--- src/rtl/core/teq_pkg.sv ---
// Shared types and constants of the timer expiry queue.
// No dependencies.
package teq_pkg;
  localparam int ENTRIES     = 16;
  localparam int IDX_BITS    = $clog2(ENTRIES);
  localparam int TIME_BITS   = 48;
  localparam int TAG_BITS    = 16;
  localparam int PERIOD_BITS = 32;
  localparam int SLOT_BITS   = 4;
  localparam int KIND_BITS   = 3;
  localparam logic [TIME_BITS-1:0] TIME_MAX = '1;

  typedef enum logic [1:0] {
    OP_ADD    = 2'd0,
    OP_CANCEL = 2'd1,
    OP_TICK   = 2'd2,
    OP_RSVD   = 2'd3
  } opcode_t;

  typedef enum logic [KIND_BITS-1:0] {
    K_ADDED    = 3'd0,
    K_FULL     = 3'd1,
    K_CANCELED = 3'd2,
    K_MISS     = 3'd3,
    K_EXPIRED  = 3'd4,
    K_SUMMARY  = 3'd5
  } kind_t;

  typedef struct packed {
    logic [1:0]             opcode;
    logic [TIME_BITS-1:0]   expire_at;
    logic [PERIOD_BITS-1:0] period;
    logic [SLOT_BITS-1:0]   cancel_slot;
    logic [TAG_BITS-1:0]    cancel_tag;
    logic [TIME_BITS-1:0]   now_time;
  } in_beat_t;

  typedef struct packed {
    logic [KIND_BITS-1:0] kind;
    logic [SLOT_BITS-1:0] slot;
    logic [TAG_BITS-1:0]  tag;
    logic                 head_moved;
    logic [TIME_BITS-1:0] next_due;
    logic                 next_valid;
    logic                 last;
  } out_beat_t;

  // token passed cell to cell during a minimum search
  typedef struct packed {
    logic                 active;
    logic                 use_due;
    logic                 any;
    logic [TIME_BITS-1:0] best;
    logic [IDX_BITS-1:0]  idx;
    logic [TAG_BITS-1:0]  tag;
  } carry_t;

  // command broadcast from the controller to all cells
  typedef struct packed {
    logic                   wr_en;
    logic                   cancel_en;
    logic                   snap_en;
    logic                   pick_en;
    logic [IDX_BITS-1:0]    idx;
    logic [TAG_BITS-1:0]    tag;
    logic [TIME_BITS-1:0]   expiry;
    logic [PERIOD_BITS-1:0] period;
    logic [TIME_BITS-1:0]   now;
  } cmd_t;
endpackage

--- src/rtl/core/teq_cell.sv ---
// One timer slot: stored timer, due flag and one stage of the minimum search.
// Depends on teq_pkg.
module teq_cell (
  input  logic                          clk,
  input  logic                          rst_n,
  input  logic [teq_pkg::IDX_BITS-1:0]  cell_idx,
  input  teq_pkg::cmd_t                 cmd,
  input  teq_pkg::carry_t               carry_in,
  output teq_pkg::carry_t               carry_out,
  output logic                          valid,
  output logic                          hit
);
  import teq_pkg::*;

  logic                   valid_r, due_r, hit_r;
  logic [TIME_BITS-1:0]   exp_r;
  logic [PERIOD_BITS-1:0] per_r;
  logic [TAG_BITS-1:0]    tag_r;
  carry_t                 carry_r, carry_nxt;
  logic                   mine, match, cand;
  logic [TIME_BITS-1:0]   per_ext, room, restart;

  assign mine    = (cmd.idx == cell_idx);
  assign match   = valid_r && mine && (tag_r == cmd.tag);
  assign per_ext = TIME_BITS'(per_r);
  assign room    = TIME_MAX - cmd.now;
  assign restart = (per_ext > room) ? TIME_MAX : cmd.now + per_ext;
  assign cand    = carry_in.use_due ? due_r : valid_r;

  always_comb begin
    carry_nxt = carry_in;
    if (carry_in.active && cand && (!carry_in.any || exp_r < carry_in.best)) begin
      carry_nxt.any  = 1'b1;
      carry_nxt.best = exp_r;
      carry_nxt.idx  = cell_idx;
      carry_nxt.tag  = tag_r;
    end
  end

  always_ff @(posedge clk) begin
    if (!rst_n) begin
      valid_r        <= 1'b0;
      due_r          <= 1'b0;
      hit_r          <= 1'b0;
      carry_r.active <= 1'b0;
    end else begin
      carry_r <= carry_nxt;
      if (cmd.wr_en && mine) valid_r <= 1'b1;
      if (cmd.cancel_en) begin
        hit_r <= match;
        if (match) valid_r <= 1'b0;
      end
      if (cmd.snap_en) due_r <= valid_r && (exp_r <= cmd.now);
      if (cmd.pick_en && mine) begin
        due_r <= 1'b0;
        if (per_r == '0) valid_r <= 1'b0;
      end
    end
  end

  always_ff @(posedge clk) begin
    if (cmd.wr_en && mine) begin
      exp_r <= cmd.expiry;
      per_r <= cmd.period;
      tag_r <= cmd.tag;
    end else if (cmd.pick_en && mine && per_r != '0) begin
      exp_r <= restart;
    end
  end

  assign carry_out = carry_r;
  assign valid     = valid_r;
  assign hit       = hit_r;
endmodule

--- config.mk ---
export PLATFORM = sky130hd
export DESIGN_NAME = teq_cell
export DESIGN_NICKNAME = d
export VERILOG_FILES = /design/src/rtl/core/teq_pkg.sv /design/src/rtl/core/teq_cell.sv
export SDC_FILE = /design/constraint.sdc
export NUM_CORES = 1
export LEC_CHECK = 0
export ABC_AREA = 1
export ABC_CLOCK_PERIOD_IN_PS = 8000
export BUFFER_PORTS_ARGS = -buffer_cell sky130_fd_sc_hd__buf_2
export CAP_MARGIN = 20
export CORE_UTILIZATION = 56
export CTS_CLUSTER_SIZE = 12
export DETAILED_ROUTE_END_ITERATION = 8
export GPL_TIMING_DRIVEN = 0
export PLACE_DENSITY_LB_ADDON = 0.12
export SLEW_MARGIN = 25
export SYNTH_ARGS = -nofsm -noshare
export SYNTH_HDL_FRONTEND = slang
export SYNTH_SLANG_ARGS = --single-unit
--- constraint.sdc ---
create_clock -name clk -period 8 [get_ports clk]
set_clock_uncertainty 0.05 [all_clocks]
set_input_delay 1.6 -clock clk [delete_from_list [all_inputs] [get_ports clk]]
set_output_delay 1.6 -clock clk [all_outputs]
set_load 0.01 [all_outputs]
Word-level counts from Yosys, hierarchy flattened
Index checks and enable logic that the tools add are counted.

Register bits: 170. Bits of input ports: 229. Output and inout port bits: 73.

$add $sub $neg: 2. Order comparisons: 3. Eq/ne operators: 2. Multiplexer cells: 10. Bitwise logic cells: 1. Reductions and logical operators: 14.

Operators by type and width (number): two-way mux 48 bit (3); two-way mux 68 bit (1); adder 48 x 32 -> 48 bit (1); greater-than comparator 32 x 48 -> 1 bit (1); less-or-equal comparator 48 bit (1); less-than comparator 48 bit (1); subtractor 48 bit (first input constant) (1); logical NOT 32 bit (1); nonzero test 32 bit (1); equality test 16 bit (1); logical AND 1 bit (8); two-way mux 1 bit (6); equality test 4 bit (1); nonzero test 2 bit (1); OR reduction 2 bit (1); logical NOT 1 bit (1); logical OR 1 bit (1); NOT 1 bit (1).

Depth between registers and ports, before layout
Depth in word-level cells: 7. Mapped depth: 18. Mapped depth without buffers: 17.

Worst setup path after synthesis
No wires, ideal clock.

Path type: input port to flip-flop. Start: input cell_idx[0] (netlist bit). End: register exp_r[0], enable pin. Arrival time: 5.442 ns. Required time: 7.430 ns. Setup slack: 1.988 ns. Stages on the path: 6. Path buffers: 0. Cells stage by stage: xor2_1 -> nor2_1 -> nand2_1 -> inv_1 -> nand2_1 -> o21ai_0.

Longest elaborated chain between the ends: 4.

RTL lines: start, declared (line teq_cell.sv:6) `input logic [teq_pkg::IDX_BITS-1:0] cell_idx,`; equality test 4 bit * (line teq_cell.sv:23) `assign mine = (cmd.idx == cell_idx);`; logical AND 1 bit (2 in a row) (line teq_cell.sv:66) `end else if (cmd.pick_en && mine && per_r != '0) begin`; nonzero test 2 bit (no source line) *; end signal, assigned (line teq_cell.sv:63) `exp_r <= cmd.expiry;`; end signal, assigned (line teq_cell.sv:67) `exp_r <= restart;`; end, declared (line teq_cell.sv:16) `logic [TIME_BITS-1:0] exp_r;`.

Mark *: on every way between the ends. The rest lies on a longest branch, timed or not. A chain may end at the register's enable or synchronous reset.

Worst setup path in the final report
Start: input cmd[0] (netlist bit). End: register exp_r[32] (data pin).

Longest elaborated chain between the ends: 5.

RTL lines: start, declared (line teq_cell.sv:7) `input teq_pkg::cmd_t cmd,`; subtractor 48 bit (line teq_cell.sv:26) `assign room = TIME_MAX - cmd.now;`; greater-than comparator 32 x 48 -> 1 bit (line teq_cell.sv:27) `assign restart = (per_ext > room) ? TIME_MAX : cmd.now + per_ext;`; two-way mux 48 bit * (line teq_cell.sv:27); two-way mux 48 bit * (line teq_cell.sv:66); two-way mux 48 bit * (line teq_cell.sv:62) `if (cmd.wr_en && mine) begin`.

Mark *: on every way between the ends. The rest lies on a longest branch, timed or not. The select of a mux whose other input is x is not followed.

==> out/metrics.json <==
{
  "routing": {
    "routed_wire_length_per_instance_um": 17.1,
    "dr_total_vias": 12800,
    "drt.antenna.violating_nets": 0,
    "route.final.wire_length_mm": 42.1,
    "drc_errors_left": 0,
    "drt-vias-per-instance": 5.19,
    "drtPass1Iterations": 5,
    "dr.first_iter.drc_count": 1054
  },
  "finish": {
    "multi_input_area_mm2": 0.00711,
    "syn_to_final_growth_pct": 19.3,
    "drive_above_1_share": 0.207,
    "final_nets": 2490,
    "final_area_mm2": 0.0162,
    "filler_cell_count": 2060,
    "finish.cell_count_without_fillers": 2469,
    "area_occupied_by_registers_mm2": 0.00506
  },
  "yosys": {
    "mappedNetlistArea_mm2": 0.0136,
    "postSynth.topFlopCell": "edfxtp_1",
    "number_of_enable_flip_flop_cells_after_synthesis": 166,
    "postSynthCellCount": 1809,
    "synth.net_count": 2167,
    "async_flop_share": 0,
    "most_instantiated_cells_after_synthesis": "634 x nand2_1, 300 x inv_1, 166 x edfxtp_1",
    "yosys.cell_types.count": 42,
    "post_synth.cell_area_avg_um2": 7.51,
    "post-synth-top-area-cell": "edfxtp_1",
    "ys.warnings.count": 0,
    "synth.top_cells.by_area": "edfxtp_1 37%, nand2_1 18%, ha_1 12%",
    "most_frequent_cell_after_synthesis": "nand2_1",
    "sequential_to_total_area_share_from_yosys_stat": 0.373,
    "yosysTopAreaCellShare": 0.367,
    "yosys_register_bits": 170
  },
  "worst_setup_path": {
    "timing.critical_path.slowest_stage_cell": "fa_1",
    "cp_cell_sequence": "buf_2 > ha_1 > inv_1 > fa_1 > inv_1 > nand2_1 > nand2_2 > nand2_1 > nand2_2 > nand2_1 > nand2_1 > nand2_1 > nand2_1 > xor2_1 > a21oi_4",
    "critical_path_depth": 15,
    "worstReg2RegEnd": "exp_r[32]$_DFFE_PP_",
    "crit-reg2reg-launch": "per_r[0]$_DFFE_PP_",
    "timing.critical_path.max_delay_family": "simple AND/OR/NAND/NOR gates",
    "worst_setup_path_end_kind": "flop",
    "timing.critical_path.fanout_max": 4,
    "worst_setup_path_endpoint": "exp_r[32]$_DFFE_PP_",
    "reg2regPathDepth": 14,
    "cp_data_arrival_time_ns": 3.95,
    "crit_required_ns": 8.15,
    "cpPeakStageDelay_ns": 0.41,
    "crit_path_start": "cmd[0]",
    "path_class": "input pin to flop",
    "setup.reg_to_reg.worst_slack_ns": 5.11,
    "timing.critical_path.from_type": "input pin",
    "total_buffers_and_inverters_traversed_by_the_critical_path": 3,
    "critical-path-top-cell-by-count": "nand2_1"
  },
  "placed_design": {
    "replace_congestion": 0.965,
    "dpl.hpwl_mm": 34.9,
    "placement.io_buffers": 301,
    "placement.cell_area_mm2": 0.0156,
    "post-place-cells": 2432
  },
  "floorplanning": {
    "die_area_mm2": 0.0249,
    "die_width_um": 158,
    "num_rows": 56,
    "start_util": 0.575,
    "io_pins": 302,
    "die_h_um": 158,
    "fp.coreArea_mm2": 0.0236
  },
  "clocking": {
    "numCtsBuffers": 17,
    "worst_setup_hold_path_clk_slew_ns": 0.08,
    "cts_sinks": 170,
    "cts.repair_timing.setup_buffer_count": 0,
    "cts_root_buf": "clkbuf_16",
    "cts_h_tree_lvls": 4,
    "tritoncts_clock_tree": "yes",
    "worst_skew_pair.late_latency_ns": 0.46,
    "cts_max_path_buffers": 2,
    "cts_stage_hold_buffer_count": 0,
    "postCtsResizedCells": 0
  },
  "sta": {
    "hold_slack_ns": 0.450,
    "fin_crit_sh": 0.475,
    "setup_violators_final": 0,
    "max_clock_freq_mhz": 263,
    "drv_slew": 0,
    "rsz0062_at_grt": "no",
    "setup_tns_ns": 0,
    "hold_violations": 0,
    "timing_worst_slew_pin_value_ns": 0.775,
    "timing.slew.headroom": 0.483,
    "finalWorstPathRequiredPeriod_ns": 3.80
  },
  "hold_path": {
    "hold_class": "flop to flop"
  },
  "power_and_ir_drop": {
    "irDropWorstVdd_mv": 0.122,
    "pwr_density_cell_mw_per_mm2": 155,
    "leakagePower_nw": 8.55
  },
  "grt": {
    "grt_usage": 0.345,
    "grt_max_degree": 59,
    "grt_overflow": 0,
    "antenna_found_initial": 7,
    "grt_first_pass_wirelength_mm": 64.0,
    "via_count_of_the_first_global_routing_pass": 12400
  },
  "run": {
    "maxCapViolations": 0
  },
  "status": {
    "run_status": "complete, no violations"
  }
}
[flip-flops by register name (all words and copies together) (netlist names)]
name       count
exp_r         48
hit            1
tag_r         16
due_r          1
valid          1
per_r         32
carry_out     71
[cells by family (layout without fill, tap and decap cells)]
kind of cell | Yosys count | count (layout) | share of synthesized area
compound gates | 119 | 119 | 0.0709
fa+ha+maj | 129 | 129 | 0.119
simple gates | 1003 | 1003 | 0.309
other cells | 0 | 5 | 0
flops | 170 | 170 | 0.373
buf+inv | 352 | 688 | 0.105
xor+xnor | 36 | 36 | 0.0232
[through the flow]
step           power (mW)   util  setup WS, ns
3_3_place_gp         1.65  0.656         0.203
6_report             2.51  0.686          4.20
4_1_cts              2.51  0.686          4.20
2_1_floorplan        1.45      -          1.99
3_5_place_dp         1.66  0.660          3.73
5_1_grt              2.61  0.686          4.03
[worst register-to-register path, cell delays in order, from the launching register on]
cell	delay, ns
edfxtp_1	0.38
ha_1	0.24
inv_1	0.07
fa_1	0.41
inv_1	0.12
nand2_1	0.07
nand2_2	0.12
nand2_1	0.08
nand2_2	0.12
nand2_1	0.06
nand2_1	0.18
nand2_1	0.08
nand2_1	0.23
xor2_1	0.33
a21oi_4	0.09
[how the worst min path moves through the flow]
stage | slack [ns] | start | cells past startpoint | end
after floorplan | 0.44 | hit$_SDFFE_PN0P_ | 2 | hit$_SDFFE_PN0P_
after global placement | 0.44 | hit$_SDFFE_PN0P_ | 2 | hit$_SDFFE_PN0P_
after detailed placement | 0.45 | hit$_SDFFE_PN0P_ | 2 | hit$_SDFFE_PN0P_
after CTS | 0.46 | hit$_SDFFE_PN0P_ | 2 | hit$_SDFFE_PN0P_
after global routing | 0.49 | hit$_SDFFE_PN0P_ | 2 | hit$_SDFFE_PN0P_
final | 0.45 | hit$_SDFFE_PN0P_ | 2 | hit$_SDFFE_PN0P_
[cell usage in the layout (no fill, tap or decap), drive strengths merged, types with 10 or more instances in the layout]
master  instances
nand3         130
nor4           11
xor2           10
ha            128
a21oi          92
xnor2          26
nand2         651
or2            10
edfxtp        166
clkbuf         25
buf           327
nand4          29
nor2          156
o21ai          16
inv           326
[report_power, final]
group          internal (mW)  switching [mW]
Sequential              1.04          0.0242
Combinational          0.235           0.356
Clock                  0.423           0.434
[layout make-up]
cell class                      count  share of cell area
Multi-Input combinational cell   1287               0.439
Sequential cell                   170               0.313
Clock buffer                       17              0.0263
Inverter                          321              0.0746
Clock inverter                     15              0.0109
Timing Repair Buffer              304              0.0982
Tap cell                          319              0.0246
Antenna cell                        5            0.000772
Buffer                             31              0.0134
[per-layer routing]
| layer | part of all wire | global-route usage | vias to the layer above |
|---|---|---|---|
| li1 | - | - | 6416 |
| met1 | 0.44 | 0.449 | 5847 |
| met2 | 0.47 | 0.591 | 462 |
| met3 | 0.065 | 0.0449 | 73 |
| met4 | 0.024 | 0.112 | 6 |
| met5 | 0.0011 | 0 | - |
Note: power is estimated with default switching activity, not from simulation.
